<file path="config.mk">
export PLATFORM = sky130hd
export DESIGN_NAME = base64_stream_encoder_top
export DESIGN_NICKNAME = d
export VERILOG_FILES = /design/src/design/b64e_pkg.sv /design/src/design/base64_stream_encoder_top.sv /design/src/design/b64e_front.sv /design/src/design/b64e_queue.sv /design/src/design/b64e_back.sv
export SDC_FILE = /design/constraint.sdc
export NUM_CORES = 1
export LEC_CHECK = 0
export BUFFER_PORTS_ARGS = -buffer_cell sky130_fd_sc_hd__clkbuf_2
export CELL_PAD_IN_SITES_DETAIL_PLACEMENT = 0
export CELL_PAD_IN_SITES_GLOBAL_PLACEMENT = 2
export CORE_UTILIZATION = 45
export DETAILED_ROUTE_END_ITERATION = 12
export HOLD_SLACK_MARGIN = 0.1
export PLACE_DENSITY = 0.89
export SYNTH_ARGS = -nofsm -noshare
export SYNTH_HDL_FRONTEND = slang
export SYNTH_SLANG_ARGS = --single-unit
</file>
<file path="constraint.sdc">
create_clock -name clk -period 4.1 [get_ports clk]
set_clock_uncertainty 0.15 [all_clocks]
set_input_delay 0.615 -clock clk [delete_from_list [all_inputs] [get_ports clk]]
set_output_delay 0.615 -clock clk [all_outputs]
set_load 0.05 [all_outputs]
</file>
<file path="src/design/b64e_pkg.sv">
// Shared types, constants and the character map for the Base64 stream encoder.
package b64e_pkg;

	// Input transfer payload: one raw byte and its end-of-message mark.
	typedef struct packed {
		logic [7:0] data_byte;
		logic       last_byte;
	} in_item_t;

	// Output transfer payload: one ASCII character and its end-of-message mark.
	typedef struct packed {
		logic [6:0] out_char;
		logic       last_char;
	} out_item_t;

	// Characters produced by one input byte, as handed from front to back.
	typedef struct packed {
		logic [2:0]      count;
		logic [3:0][6:0] chars;
		logic            last;
	} group_t;

	localparam logic [6:0] ASCII_UPPER_A = 7'h41;
	localparam logic [6:0] ASCII_LOWER_A = 7'h61;
	localparam logic [6:0] ASCII_ZERO    = 7'h30;
	localparam logic [6:0] ASCII_PLUS    = 7'h2B;
	localparam logic [6:0] ASCII_SLASH   = 7'h2F;
	localparam logic [6:0] ASCII_PAD     = 7'h3D;

	// Maps a 6-bit value onto the standard Base64 alphabet.
	function automatic logic [6:0] b64_sym(input logic [5:0] v);
		logic [6:0] v7;
		v7 = {1'b0, v};
		if (v < 6'd26) begin
			return ASCII_UPPER_A + v7;
		end else if (v < 6'd52) begin
			return ASCII_LOWER_A + v7 - 7'd26;
		end else if (v < 6'd62) begin
			return ASCII_ZERO + v7 - 7'd52;
		end else if (v == 6'd62) begin
			return ASCII_PLUS;
		end else begin
			return ASCII_SLASH;
		end
	endfunction

endpackage

</file>
<file path="src/design/base64_stream_encoder_top.sv">
// Top level of the Base64 stream encoder: front end, group queue and serializer.
//
// The encoder takes one raw byte per input transfer and sends one Base64 ASCII
// character per output transfer, padding the final group with '=' and marking
// the final character. An input byte is accepted in any cycle in which the
// group queue has room, so bytes may arrive back to back; each byte becomes
// one to four characters. The output serializer sends one character per
// cycle while the output port is ready, so the sustained input rate is set
// by that port: each three bytes of a message need four characters, and the
// flushed final byte up to four. A character passes through a queue entry,
// the current-group register and the output register on its way out.
module base64_stream_encoder_top #(
	parameter int QUEUE_DEPTH = 2
) (
	input  logic                clk,
	input  logic                arst_n,
	input  logic                in_valid,
	output logic                in_ready,
	input  b64e_pkg::in_item_t  in_data,
	output logic                out_valid,
	input  logic                out_ready,
	output b64e_pkg::out_item_t out_data
);
	import b64e_pkg::*;

	logic   q_full;
	logic   q_push;
	logic   q_pop;
	logic   q_not_empty;
	group_t q_wdata;
	group_t q_rdata;

	b64e_front u_front (
		.clk      (clk),
		.arst_n   (arst_n),
		.in_valid (in_valid),
		.in_ready (in_ready),
		.in_data  (in_data),
		.q_full   (q_full),
		.q_push   (q_push),
		.q_data   (q_wdata)
	);

	b64e_queue #(
		.DEPTH (QUEUE_DEPTH)
	) u_queue (
		.clk       (clk),
		.arst_n    (arst_n),
		.push      (q_push),
		.push_data (q_wdata),
		.full      (q_full),
		.pop       (q_pop),
		.not_empty (q_not_empty),
		.pop_data  (q_rdata)
	);

	b64e_back u_back (
		.clk         (clk),
		.arst_n      (arst_n),
		.q_not_empty (q_not_empty),
		.q_data      (q_rdata),
		.q_pop       (q_pop),
		.out_valid   (out_valid),
		.out_ready   (out_ready),
		.out_data    (out_data)
	);

endmodule

</file>
<file path="src/design/b64e_front.sv">
// Front end: accepts bytes, tracks the group phase and builds each byte's characters.
module b64e_front (
	input  logic              clk,
	input  logic              arst_n,
	input  logic              in_valid,
	output logic              in_ready,
	input  b64e_pkg::in_item_t in_data,
	input  logic              q_full,
	output logic              q_push,
	output b64e_pkg::group_t  q_data
);
	import b64e_pkg::*;

	localparam logic [1:0] PHASE_FIRST  = 2'd0;
	localparam logic [1:0] PHASE_SECOND = 2'd1;
	localparam logic [1:0] PHASE_THIRD  = 2'd2;

	logic [1:0] phase_q;
	logic [3:0] carry_q;
	logic [1:0] phase_d;
	logic [3:0] carry_d;
	logic [7:0] b;
	logic       last;

	assign in_ready = !q_full;
	assign q_push   = in_valid && in_ready;
	assign b        = in_data.data_byte;
	assign last     = in_data.last_byte;

	// Build the characters for this byte and the next phase and carry.
	always_comb begin
		q_data.chars = {4{ASCII_PAD}};
		q_data.last  = last;
		q_data.count = 3'd1;
		case (phase_q)
			PHASE_SECOND: begin
				q_data.chars[0] = b64_sym({carry_q[1:0], b[7:4]});
				q_data.chars[1] = b64_sym({b[3:0], 2'b00});
				q_data.count    = last ? 3'd3 : 3'd1;
				phase_d         = PHASE_THIRD;
				carry_d         = b[3:0];
			end
			PHASE_THIRD: begin
				q_data.chars[0] = b64_sym({carry_q, b[7:6]});
				q_data.chars[1] = b64_sym(b[5:0]);
				q_data.count    = 3'd2;
				phase_d         = PHASE_FIRST;
				carry_d         = 4'd0;
			end
			default: begin
				q_data.chars[0] = b64_sym(b[7:2]);
				q_data.chars[1] = b64_sym({b[1:0], 4'b0000});
				q_data.count    = last ? 3'd4 : 3'd1;
				phase_d         = PHASE_SECOND;
				carry_d         = {2'b00, b[1:0]};
			end
		endcase
		if (last) begin
			phase_d = PHASE_FIRST;
			carry_d = 4'd0;
		end
	end

	// Group position and leftover bits advance on every input transfer.
	always_ff @(posedge clk or negedge arst_n) begin
		if (!arst_n) begin
			phase_q <= PHASE_FIRST;
			carry_q <= 4'd0;
		end else if (q_push) begin
			phase_q <= phase_d;
			carry_q <= carry_d;
		end
	end

endmodule

</file>
<file path="src/design/b64e_queue.sv">
// Short queue of character groups between the front and back ends.
module b64e_queue #(
	parameter int DEPTH = 2
) (
	input  logic             clk,
	input  logic             arst_n,
	input  logic             push,
	input  b64e_pkg::group_t push_data,
	output logic             full,
	input  logic             pop,
	output logic             not_empty,
	output b64e_pkg::group_t pop_data
);
	import b64e_pkg::*;

	localparam int PW = (DEPTH > 1) ? $clog2(DEPTH) : 1;
	localparam int CW = $clog2(DEPTH + 1);

	group_t        mem_q [DEPTH];
	logic [PW-1:0] wr_ptr_q;
	logic [PW-1:0] rd_ptr_q;
	logic [CW-1:0] count_q;

	assign full      = (count_q == CW'(DEPTH));
	assign not_empty = (count_q != '0);
	assign pop_data  = mem_q[rd_ptr_q];

	// Entry storage.
	always_ff @(posedge clk) begin
		if (push) begin
			mem_q[wr_ptr_q] <= push_data;
		end
	end

	// Pointers and fill count.
	always_ff @(posedge clk or negedge arst_n) begin
		if (!arst_n) begin
			wr_ptr_q <= '0;
			rd_ptr_q <= '0;
			count_q  <= '0;
		end else begin
			if (push) begin
				wr_ptr_q <= (wr_ptr_q == PW'(DEPTH - 1)) ? '0 : wr_ptr_q + 1'b1;
			end
			if (pop) begin
				rd_ptr_q <= (rd_ptr_q == PW'(DEPTH - 1)) ? '0 : rd_ptr_q + 1'b1;
			end
			if (push && !pop) begin
				count_q <= count_q + 1'b1;
			end else if (pop && !push) begin
				count_q <= count_q - 1'b1;
			end
		end
	end

endmodule

</file>
<file path="src/design/b64e_back.sv">
// Back end: serializes queued groups into one output character per cycle while the output is ready.
module b64e_back (
	input  logic                clk,
	input  logic                arst_n,
	input  logic                q_not_empty,
	input  b64e_pkg::group_t    q_data,
	output logic                q_pop,
	output logic                out_valid,
	input  logic                out_ready,
	output b64e_pkg::out_item_t out_data
);
	import b64e_pkg::*;

	group_t    cur_q;
	logic      cur_valid_q;
	logic [1:0] idx_q;
	logic      out_valid_q;
	out_item_t out_data_q;
	logic      load_out;
	logic      cur_done;

	assign out_valid = out_valid_q;
	assign out_data  = out_data_q;

	// The output register takes a character whenever a group is current and the register is empty or being drained.
	assign load_out = cur_valid_q && (!out_valid_q || out_ready);
	assign cur_done = load_out && ({1'b0, idx_q} == cur_q.count - 3'd1);
	assign q_pop    = q_not_empty && (!cur_valid_q || cur_done);

	// Current group, character index and output register.
	always_ff @(posedge clk or negedge arst_n) begin
		if (!arst_n) begin
			cur_valid_q <= 1'b0;
			idx_q       <= 2'd0;
			out_valid_q <= 1'b0;
		end else begin
			if (load_out) begin
				out_valid_q <= 1'b1;
			end else if (out_ready) begin
				out_valid_q <= 1'b0;
			end
			if (q_pop) begin
				cur_valid_q <= 1'b1;
				idx_q       <= 2'd0;
			end else if (cur_done) begin
				cur_valid_q <= 1'b0;
				idx_q       <= 2'd0;
			end else if (load_out) begin
				idx_q <= idx_q + 2'd1;
			end
		end
	end

	// Payload registers need no reset.
	always_ff @(posedge clk) begin
		if (q_pop) begin
			cur_q <= q_data;
		end
		if (load_out) begin
			out_data_q.out_char  <= cur_q.chars[idx_q];
			out_data_q.last_char <= cur_done && cur_q.last;
		end
	end

endmodule

</file>
# After elaboration in Yosys (flattened, before gate mapping)

Memories as Yosys holds them, arrays and structs flattened. A register that Yosys moved wholly into a read port is not among the register bits.
Cells that the tools add are included.

Add/sub/neg operators: 36
Magnitude comparators: 19
Equality and inequality tests: 8
Mux-type cells: 45
Reductions and logical operators: 19

Operator list:

| operator                                                              | count |
|---|---|
| 7-bit two-way mux                                                     | 19 |
| 7-bit by 6-bit adder with 7-bit output (first input constant)         | 12 |
| 6-bit < comparator (second input constant)                            | 12 |
| 6-bit by 6-bit adder with 7-bit output (first input constant)         | 6 |
| 7-bit by 5-bit subtractor with 7-bit output (second input constant)   | 6 |
| 7-bit by 6-bit subtractor with 7-bit output (second input constant)   | 6 |
| 6-bit by 5-bit < comparator with 1-bit output (second input constant) | 6 |
| 14-bit one-hot mux with 2 select lines                                | 1 |
| 6-bit equality test (second input constant)                           | 4 |
| 3-bit two-way mux                                                     | 5 |
| 7-bit binary-select mux with 2-bit select                             | 1 |
| 2-bit two-way mux                                                     | 7 |
| 1-bit two-way mux                                                     | 8 |
| 4-bit one-hot mux with 2 select lines                                 | 1 |
| 2-bit nonzero test                                                    | 4 |
| 1-bit logical AND                                                     | 7 |
| 3-bit one-hot mux with 2 select lines                                 | 1 |
| 1-bit logical NOT                                                     | 5 |
| 2-bit by 1-bit adder with 2-bit output (second input constant)        | 2 |
| 2-bit equality test (second input constant)                           | 2 |
| 4-bit two-way mux                                                     | 1 |
| 2-bit one-hot mux with 2 select lines                                 | 1 |
| 2-bit by 3-bit equality test with 1-bit output                        | 1 |
| 2-bit by 3-bit < comparator with 1-bit output (second input constant) | 1 |
| other kinds (6)                                                       | 8 |

Register bits after elaboration: 36
Bits in writable memories: 36
Input bits: 13
Output and inout port bits: 10
Word-level logic and storage cells: 140
Memories: 1

Memory list:

| name          | words | width | read ports | clocked after Yosys merged registers in | write ports | RTL line         | RTL |
|---|---|---|---|---|---|---|---|
| u_queue.mem_q | 2     | 18    | 1          | 1                                       | 1           | b64e_queue.sv:19 | `group_t mem_q [DEPTH];` |

# Longest topological paths before layout

Gate-level depths: netlist of the first run.

Word-level depth: 9
Gate-level depth with buffers: 11
Depth with buffers taken out: 11

# Hierarchy

From an unflattened synthesis of the first run, not the netlist that was laid out.

Cells, all modules: 530
Area total of the unflattened synthesis: 6538.8 µm²

By module, submodules not included:

| module     | instances | cells an instance | area each (µm²) | seq. area each (µm²) |
|---|---|---|---|---|
| b64e_queue | 1         | 116               | 2651.3          | 2021.9 |
| b64e_front | 1         | 336               | 2257.2          | 150.1 |
| b64e_back  | 1         | 78                | 1630.3          | 1301.2 |

# Least setup slack after synthesis of the first run

Ideal clock, no wire load.

Kind: reg2reg
Start point: register u_queue.count_q[0]
End point: memory u_queue.mem_q[0][0] (netlist name), enable pin
Setup time: 0.393 ns
Data arrival time: 2.011 ns
Required time: 3.557 ns
Path slack: 1.546 ns
Stages on the path, launching flop included: 4
Buffers on the path: 0
Clock period less this slack: 2.554 ns
Cells stage by stage: dfrtp_1 nand2b_1 nand2_1 nor2_1

Longest elaborated chain between the ends: 5

RTL lines:

| element                                 | RTL line                        | RTL |
|---|---|---|
| start, declared                         | b64e_queue.sv:22                | `logic [CW-1:0] count_q;` |
| start signal, assigned                  | b64e_queue.sv:49                | `count_q <= count_q + 1'b1;` |
| start signal, assigned                  | b64e_queue.sv:51                | `count_q <= count_q - 1'b1;` |
| 2-bit equality test                     | b64e_queue.sv:24                | `assign full = (count_q == CW'(DEPTH));` |
| 1-bit logical NOT                       | b64e_front.sv:25                | `assign in_ready = !q_full;` |
| named net in_ready                      | base64_stream_encoder_top.sv:18 | `output logic in_ready,` |
| 1-bit logical AND                       | b64e_front.sv:26                | `assign q_push = in_valid && in_ready;` |
| 1-bit two-way mux                       | b64e_queue.sv:30                | `if (push) begin` |
| 1-bit two-way mux (not written as such) | b64e_queue.sv:31                | `mem_q[wr_ptr_q] <= push_data;` |
| end, declared                           | b64e_queue.sv:19                |  |

The timed path passes the listed nets, and every way through them passes these cells.

==> impl_metrics.yaml, run 1 <==
critical_path:
  worst-path-buf-inv: 1
  path_max_fanout: 15
  end_kind: "flip-flop"
  critical_path_class: "input port to flip-flop"
  rr_endpoint: "u_queue.mem_q[1][5]"
  timing.rr.start: "u_front.carry_q[1]"
  worstSetupStartpointType: "input port"
  cp_top_family: "adder cells"
  crit_path_max_incr_delay_ns: 0.61
  crit_arrival_ns: 2.95
  worst-r2r-setup-slack_ns: 1.32
  cp_data_required_time_ns: 4.09
  path_cells: "clkbuf_2, ha_1, nor2b_1, mux2_4, a21oi_1, a22oi_1, o221ai_1"
  r2r_cells: 7
  slowest_stage: "ha_1"
clock_network:
  cts_tree: "built"
  clk_latency_ns: 0.33
  clk_path_buf_depth: 2
  hold_buffers: 1
  cts_buffers: 9
  clk_pin_slew_ns: 0.07
  h-tree-depth: 3
  cts_setup_buffers: 0
  cts_resized: 0
  cts.sinks: 76
  cts-root-buf: "clkbuf_8"
drt:
  dr.pass1.iters: 5
  drc: 0
  routed_via_density: 5.83
  routedWlPerCell_um: 17.3
  vias: 3508
  finalWirelength_mm: 10.4
  drtAntennaViolNets: 0
  drtIter0Drc: 220
placed_design:
  dp_hpwl_mm: 7.55
  gp_congestion: 0.903
  port_buffers: 22
  place_worst_setup_slack_ns: 0.853
die:
  die_w_um: 106
  rows: 37
  initial_utilization_pct: 46.6
  dieArea_um2: 11200
  io_pins: 23
  core_um2: 10400
  die_y_um: 106
grt:
  grt_pass1_wl_mm: 16.8
  grt_usage_pct: 19.6
  grt_pass1_vias: 3306
  grt_max_degree: 23
  grt_overflow_total: 0
  antenna_found_initial: 0
sta:
  finalSetupViolations: 0
  maxSlewViolCount: 0
  finalCriticalPeriod_ns: 2.96
  hold_viol: 0
  max_freq_mhz: 338
  tightestPinTransition_ns: 0.827
  fin_tns_setup_ns: 0
  finalCritPeriodShare_pct: 72.2
  rsz0062_at_grt: "false"
  worst_slack_ns: 1.14
  timing.slew.headroom_pct: 44.9
synthesis:
  syn-mean-instance-area_um2: 10.7
  yosysUniqueCellTypes: 67
  ys.flop_type: "edfxtp_1"
  syn_inst: 453
  ys_seq_area_share_pct: 45.8
  ys_ff_latch: 76
  async_reset_ff_share_pct: 18.4
  synthesis.nets: 491
  yosysWarnings: 0
  syn_area_um2: 4830
  synth_edf_count: 62
layout:
  mostFrequentLayoutCells: "62 x edfxtp_1, 32 x nand2_1, 26 x a21oi_1, 25 x inv_1, 25 x ha_1"
  diodes: 0
  layout.nets: 500
  fillers: 933
  final_layout_size_suffix_gt1_share_pct: 16.7
  multi_input_area_um2: 2360
  layout_commonest_cell: "edfxtp_1"
  ff_latch_area_um2: 2210
  syn2layout_area_growth_pct: 6.14
pwr:
  powerDensity_nw_per_um2: 613
  max-vdd-ir-drop_v: 0.000273
  power_mw: 3.15
  leakage_nw: 1.92
run_status:
  status: "finished, final reports clean"
min_path:
  min_from: "u_queue.wr_ptr_q"
  holdCritPathClass: "flip-flop to flip-flop"
  holdPathStages: 1
  min_to: "u_queue.wr_ptr_q"
job:
  maxCapViolCount: 0
[metrics by stage]
step,instances,instance area (um2),hold slack [ns],util (%)
floorplan,453,4830,0.169,-
global placement,586,4960,0.330,47.9
detailed placement,586,4960,0.342,47.9
CTS,602,5130,0.353,49.5
global route,602,5130,0.376,49.5
finish,602,5130,0.349,49.5
[worst max-delay path by stage]
stage | cells past startpoint | start | to | slack [ns]
after floorplan | 3 | u_queue.count_q[0] | u_queue.mem_q[0][0] | 1.55
after global placement | 7 | in_data[7] | u_queue.mem_q[0][5] | 0.94
after detailed placement | 7 | in_data[7] | u_queue.mem_q[1][3] | 0.85
after CTS | 7 | in_data[7] | u_queue.mem_q[1][3] | 1.24
after global routing | 7 | in_data[8] | u_queue.mem_q[1][5] | 1.04
final | 7 | in_data[8] | u_queue.mem_q[1][3] | 1.14
[layout make-up]
type	instances	share of cell area, %
inverter	26	1.95
clock buffer	9	2.41
tap	136	3.32
sequential	76	43.1
multi-input combinational	324	45.9
timing repair buffer	25	2.63
clock inverter	6	0.634
[per-layer routing]
metal  part of all wire (%)  vias to the layer above  track usage, %
li1                       -                     1704               -
met1                     45                     1676            25.6
met2                     48                      108            31.5
met3                    3.4                       20            2.97
met4                    3.1                        0            10.0
met5                      0                        -               0
[synthesized netlist by cell type, types with 8 or more instances]
| cell type | n | area [um2] |
|---|---|---|
| inv_1 | 25 | 93.8 |
| edfxtp_1 | 62 | 1860 |
| nor2b_1 | 11 | 68.8 |
| nand3_1 | 14 | 70.1 |
| ha_1 | 25 | 313 |
| xnor2_1 | 17 | 149 |
| o21ai_0 | 23 | 115 |
| nand2b_1 | 10 | 62.6 |
| a31oi_1 | 8 | 50.1 |
| nand2_1 | 32 | 120 |
| a21oi_1 | 26 | 130 |
| nor2_1 | 22 | 82.6 |
| mux2_2 | 24 | 270 |
| dfrtp_1 | 14 | 350 |
| buf_2 | 12 | 60.1 |
[state kept, by name, indices dropped and copies added, names as in the netlist]
name                flops
u_queue.mem_q          36
u_back.cur_q           18
u_back.out_data         8
u_front.carry_q         4
u_back.idx_q            2
u_front.phase_q         2
u_queue.count_q         2
u_back.cur_valid_q      1
u_back.out_valid        1
u_queue.rd_ptr_q        1
u_queue.wr_ptr_q        1
[worst reg2reg max path: stages, from the launching register on]
cell and delay, ns:
dfrtp_1 0.53, inv_1 0.27, ha_1 0.30, nand3_1 0.14
and2_2 0.26, nor3_1 0.22, mux2_2 0.36, o211ai_1 0.33
[kinds of logic (layout without fill, tap and decap cells)]
logic type | after synthesis | after routing | synth area share (%)
XOR/XNOR | 24 | 24 | 4.35
multiplexers | 30 | 30 | 6.94
AO/OA/AOI/OAI | 124 | 124 | 17.8
flip-flops | 76 | 76 | 45.8
buffers and inverters | 53 | 66 | 5.49
adder cells (fa/ha/maj) | 25 | 25 | 6.47
AND/OR/NAND/NOR | 121 | 121 | 13.2
[power breakdown]
| part | switching, mW | internal [mW] | total (mW) |
|---|---|---|---|
| logic | 0.790 | 0.482 | 1.27 |
| clock network | 0.249 | 0.210 | 0.460 |
| registers | 0.188 | 1.22 | 1.41 |
(Power assumes the default switching activity.)
==> run 2, diff against run 1 <==
--- a/config.mk
+++ b/config.mk
@@ -8,10 +8,10 @@
 export BUFFER_PORTS_ARGS = -buffer_cell sky130_fd_sc_hd__clkbuf_2
 export CELL_PAD_IN_SITES_DETAIL_PLACEMENT = 0
 export CELL_PAD_IN_SITES_GLOBAL_PLACEMENT = 2
-export CORE_UTILIZATION = 45
+export CORE_UTILIZATION = 41
 export DETAILED_ROUTE_END_ITERATION = 12
 export HOLD_SLACK_MARGIN = 0.1
-export PLACE_DENSITY = 0.89
+export PLACE_DENSITY = 0.82
 export SYNTH_ARGS = -nofsm -noshare
 export SYNTH_HDL_FRONTEND = slang
 export SYNTH_SLANG_ARGS = --single-unit
==> constraint.sdc (replaced) <==
create_clock -name clk -period 3 [get_ports clk]
set_clock_uncertainty 0.15 [all_clocks]
set_input_delay 0.45 -clock clk [delete_from_list [all_inputs] [get_ports clk]]
set_output_delay 0.45 -clock clk [all_outputs]
set_load 0.05 [all_outputs]
==> run 2 against run 1 <==
Net effect: core utilization is 1.9 points lower; design area is 6.4% higher; largest cell class unchanged; sequential power is 35% higher; cell count is 4.3% higher.
==> impl_metrics.yaml, run 2 (synthesis gave the netlist of run 1 again) <==
run_status:
  status: "finished, final reports clean"
pwr:
  leakage_nw: 2.08
  powerDensity_nw_per_um2: 906
  p_clk_share_pct: 24.6
  comb_power_share_pct: 37.0
  switching_share_pct: 35.6
  seqPwrFrac_pct: 38.4
  max-vdd-ir-drop_v: 0.000659
  power_mw: 4.95
  switchingPower_mw: 1.76
  intPower_mw: 3.18
clock_network:
  clk_pin_slew_ns: 0.06
  clk_path_buf_depth: 2
  cts_buffers: 9
  clk_latency_ns: 0.33
  h-tree-depth: 3
  cts-root-buf: "clkbuf_16"
  cts.sinks: 76
  cts_tree: "built"
  cts_setup_buffers: 0
drt:
  drc: 0
  vias: 3546
  routedWlPerCell_um: 17.4
  routed_via_density: 5.65
  dr.pass1.iters: 4
  drtAntennaViolNets: 0
  drtIter0Drc: 257
  finalWirelength_mm: 10.9
layout:
  syn2layout_area_growth_pct: 13.0
  fin_util_pct: 47.6
  largest_reg_flops: 36
  mostFrequentLayoutCells: "62 x edfxtp_1, 32 x nand2_1, 26 x a21oi_1, 25 x inv_1, 25 x ha_1"
  layout.nets: 518
  final_cells: 628
  top_register: "u_queue.mem_q"
  ff_latch_area_um2: 2210
  diodes: 0
  layout_commonest_cell: "edfxtp_1"
  final_layout_size_suffix_gt1_share_pct: 19.8
  multi_input_area_um2: 2360
  fillers: 1037
sta:
  fin_tns_setup_ns: 0
  max_freq_mhz: 394
  finalSetupViolations: 0
  rsz0062_at_grt: "false"
  maxSlewViolCount: 0
  finalCritPeriodShare_pct: 84.5
  hold_viol: 0
  tightestPinTransition_ns: 0.867
  timing.slew.headroom_pct: 42.2
  finalCriticalPeriod_ns: 2.54
min_path:
  holdPathStages: 2
  min_from: "in_data[0]"
  holdCritPathClass: "input port to flip-flop"
critical_path:
  crit_path_max_incr_delay_ns: 0.35
  end_kind: "flip-flop"
  slowest_stage: "o221ai_1"
  path_cells: "clkbuf_2, inv_1, ha_1, nor2b_1, buf_4, mux2_4, a21oi_1, a22oi_1, o221ai_1"
  critical_path_class: "input port to flip-flop"
  crit_arrival_ns: 2.49
  cp-startpoint: "in_data[5]"
  cp_data_required_time_ns: 2.95
  path_max_fanout: 14
  timing.rr.start: "u_front.carry_q[0]"
  worstSetupStartpointType: "input port"
  r2r_cells: 6
job:
  maxCapViolCount: 0
die:
  core_um2: 11500
  die_w_um: 111
  dieArea_um2: 12200
  die_y_um: 111
  rows: 39
  initial_utilization_pct: 42.1
  io_pins: 23
grt:
  grt_pass1_vias: 3429
  grt_max_degree: 22
  grt_overflow_total: 0
  antenna_found_initial: 0
  grt_usage_pct: 18.4
  grt_pass1_wl_mm: 17.9
placed_design:
  port_buffers: 22
  gp_congestion: 0.878
  place_inst: 611
  dp_hpwl_mm: 8.07
-- run 2: changes by cell type in the layout (fill, tap and decap cells not counted) --
| cell | before | now |
|---|---|---|
| clkbuf_1 | 0 | 1 |
| clkinv_2 | 5 | 0 |
| clkbuf_16 | 0 | 9 |
| clkinv_4 | 0 | 1 |
| clkinvlp_4 | 1 | 2 |
| clkbuf_8 | 9 | 0 |
| buf_4 | 2 | 20 |
| bufinv_16 | 0 | 3 |
-- run 2: final cells by class --
cell class	instances	share of cell area, %
inverter	26	1.83
clock buffer	10	4.19
timing repair buffer	43	4.95
sequential	76	40.5
multi-input combinational	324	43.1
tap	143	3.28
clock inverter	6	2.09
-- run 2: final timing paths --
kind / end / slack, ns
setup / recovery: u_queue.mem_q[1][3] / 0.46
hold / removal: u_front.phase_q[0] / 0.28
setup reg to reg: u_queue.mem_q[1][3] / 0.47
hold reg to reg: u_queue.wr_ptr_q / 0.34
max in group asynchronous: u_back.out_valid / 2.00
min in group asynchronous: u_front.phase_q[0] / 0.42
-- run 2: critical path: cells and delay by family --
| family | cells | cell delay [ns] |
|---|---|---|
| fa+ha+maj | 1 | 0.34 |
| simple gates | 1 | 0.14 |
| buf+inv | 3 | 0.63 |
| mux | 1 | 0.30 |
| compound gates | 3 | 0.64 |
-- run 2: timing repair --
action                    4_1_cts  5_1_grt
gates resized for setup         0        0
hold buffers                    1        0
hold endpoints to repair       14        0
-- run 2: stage by stage --
stage	instance area [um2]	setup slack [ns]	hold slack, ns
finish	5460	0.465	0.280
global route	5460	0.322	0.288
CTS	5460	0.467	0.276
detailed placement	5110	0.167	0.251
global placement	5110	0.160	0.234
floorplan	4830	0.446	0.00441
-- run 2: power groups by stage --
| stage | Sequential, mW | Combinational [mW] | Clock (mW) |
|---|---|---|---|
| after floorplan | 1.93 | 1.31 | 0 |
| final | 1.90 | 1.83 | 1.22 |
| after detailed placement | 1.93 | 1.82 | 0 |
| after global placement | 1.92 | 1.79 | 0 |
| after global routing | 1.95 | 2.00 | 1.29 |
| after CTS | 1.91 | 1.83 | 1.24 |
-- run 2: routing by layer --
| metal | share of wire, % | global-route usage (%) | vias up |
|---|---|---|---|
| met5 | 0 | 0 | - |
| met4 | 0.84 | 5.16 | 0 |
| met3 | 2.3 | 2.31 | 8 |
| met2 | 49 | 31.3 | 59 |
| met1 | 47 | 24.7 | 1726 |
| li1 | - | - | 1753 |
==> run 3, diff against run 2 <==
--- a/config.mk
+++ b/config.mk
@@ -8,10 +8,10 @@
 export BUFFER_PORTS_ARGS = -buffer_cell sky130_fd_sc_hd__clkbuf_2
 export CELL_PAD_IN_SITES_DETAIL_PLACEMENT = 0
 export CELL_PAD_IN_SITES_GLOBAL_PLACEMENT = 2
-export CORE_UTILIZATION = 41
+export CORE_UTILIZATION = 37
 export DETAILED_ROUTE_END_ITERATION = 12
 export HOLD_SLACK_MARGIN = 0.1
-export PLACE_DENSITY = 0.82
+export PLACE_DENSITY = 0.79
 export SYNTH_ARGS = -nofsm -noshare
 export SYNTH_HDL_FRONTEND = slang
 export SYNTH_SLANG_ARGS = --single-unit
==> constraint.sdc (replaced) <==
create_clock -name clk -period 2.03 [get_ports clk]
set_clock_uncertainty 0.15 [all_clocks]
set_input_delay 0.3045 -clock clk [delete_from_list [all_inputs] [get_ports clk]]
set_output_delay 0.3045 -clock clk [all_outputs]
set_load 0.05 [all_outputs]
==> run 3 against run 2 <==
Net effect: total power grew 69%; combinational power grew 110%; clock power increased by 46%; sequential share of layout area is 6.9 points lower; highest routed layer unchanged; sequential cell count unchanged; register-to-register slack got worse by 0.63 ns; non-clock buffer count rose by 104; the run now ends with setup timing left; worst hold slack lost 0.16 ns; largest cell class unchanged.
==> impl_metrics.yaml, run 3 (synthesis gave the netlist of run 1 again) <==
die:
  initial_utilization_pct: 38.1
  dieArea_um2: 13500
  io_pins: 23
  core_um2: 12700
  die_y_um: 116
  die_w_um: 116
  rows: 41
critical_path:
  r2r_cells: 8
  end_kind: "flip-flop"
  worstSetupStartpointType: "flip-flop"
  path_cells: "ha_4, buf_6, a21o_1, buf_4, a2111oi_4, a311oi_2, o311a_1, a31oi_1"
  path_max_fanout: 6
  cp_top_family: "compound AO/OA/AOI/OAI gates"
  crit_arrival_ns: 2.20
  worst-path-buf-inv: 2
  slowest_stage: "dfrtp_2"
  cp.depth: 8
  cp_data_required_time_ns: 2.04
  crit_path_max_incr_delay_ns: 0.47
  critical_path_class: "flip-flop to flip-flop"
placed_design:
  place_worst_setup_slack_ns: -0.297
  dp_hpwl_mm: 9.34
  gp_congestion: 0.891
  port_buffers: 22
  place_inst: 738
  dpl-instance-area_um2: 6020
grt:
  grt_max_degree: 22
  grt_overflow_total: 0
  grt_pass1_wl_mm: 19.7
  antenna_found_initial: 0
  grt_usage_pct: 19.3
  grt_pass1_vias: 3797
pwr:
  powerDensity_nw_per_um2: 1260
  max-vdd-ir-drop_v: 0.000544
  power_mw: 8.34
  leakage_nw: 2.63
layout:
  fin_util_pct: 52.1
  largest_reg_flops: 36
  layout_commonest_cell: "buf_4"
  finalInstanceArea_um2: 6600
  mostFrequentLayoutCells: "119 x buf_4, 62 x edfxtp_1, 30 x nand2_1, 23 x mux2_2, 22 x clkbuf_2"
  top_register: "u_queue.mem_q"
  syn2layout_area_growth_pct: 36.5
  fillers: 1153
  layout.nets: 622
  final_layout_size_suffix_gt1_share_pct: 42.3
  diodes: 0
  final_cells: 761
drt:
  dr.pass1.iters: 6
  drc: 0
  routed.top_layer: "met4"
  vias: 3964
  routedWlPerCell_um: 16.2
  m1WireLength_mm: 5.83
  wl_met3_um: 444
  finalWirelength_mm: 12.4
  routed_via_density: 5.21
  drtIter0Drc: 290
  route.met2.wl_mm: 5.82
  drtAntennaViolNets: 0
sta:
  hold_viol: 0
  rsz0062_at_grt: "true"
  fin_tns_setup_ns: -1.41
  tightestPinTransition_ns: 0.531
  timing.slew.headroom_pct: 64.6
  max_freq_mhz: 457
  finalSetupViolations: 13
  worst_slack_ns: -0.158
  finalCriticalPeriod_ns: 2.19
  holdWs_ns: 0.123
  maxSlewViolCount: 0
  finalCritPeriodShare_pct: 108
clock_network:
  clk_latency_ns: 0.33
  clk_path_buf_depth: 2
  clk_pin_slew_ns: 0.06
  h-tree-depth: 3
  cts_tree: "built"
  cts_buffers: 9
  cts-root-buf: "clkbuf_16"
  cts.sinks: 76
job:
  maxCapViolCount: 0
run_status:
  status: "finished, violations left"
  violations: "setup timing"
min_path:
  holdPathStages: 2
  holdCritPathClass: "input port to flip-flop"
[run 3: final timing paths]
path                                  endpoint  slack (ns)                from
min reg2reg                 u_back.out_data[1]        0.38     u_back.cur_q[8]
max reg2reg                u_queue.mem_q[0][6]       -0.16  u_front.carry_q[0]
min in group asynchronous   u_front.phase_q[1]        0.28              arst_n
max in group asynchronous     u_back.out_valid        1.12              arst_n
min                         u_front.phase_q[0]        0.12          in_data[0]
max                        u_queue.mem_q[0][6]       -0.16  u_front.carry_q[0]
[run 3: timing repair]
item,CTS,global route
pin swaps,10,15
gates resized for setup,13,30
hold buffers,1,0
setup buffers,3,4
endpoints found under the setup margin,19,39
endpoints found under the hold margin,14,0
[run 3: power by group]
part / internal [mW] / switching (mW) / leakage [nW]
Clock: 1.20 / 0.584 / 0.163
Sequential: 2.48 / 0.226 / 0.742
Combinational: 1.76 / 2.10 / 1.73
Total: 5.43 / 2.91 / 2.63
[run 3: cell type report]
class | instances | area [um2] | area share (%)
inverters | 26 | 105 | 1.59
well taps | 172 | 215 | 3.26
flip-flops and latches | 76 | 2220 | 33.6
multi-input cells | 324 | 2650 | 40.2
repair buffers | 147 | 1080 | 16.3
clock buffers | 11 | 233 | 3.53
clock inverters | 5 | 100 | 1.52
[run 3: worst register-to-register path, delay by kind of cell (launching register included)]
| kind | cells | cell delay [ns] |
|---|---|---|
| compound gates | 5 | 0.92 |
| buf+inv | 2 | 0.27 |
| flops | 1 | 0.47 |
| fa+ha+maj | 1 | 0.19 |
[run 3: per-layer routing]
| metal | vias up | track usage, % |
|---|---|---|
| li1 | 1943 | - |
| met1 | 1899 | 25.9 |
| met2 | 96 | 31.6 |
| met3 | 26 | 2.49 |
| met4 | 0 | 7.52 |
| met5 | - | 0 |
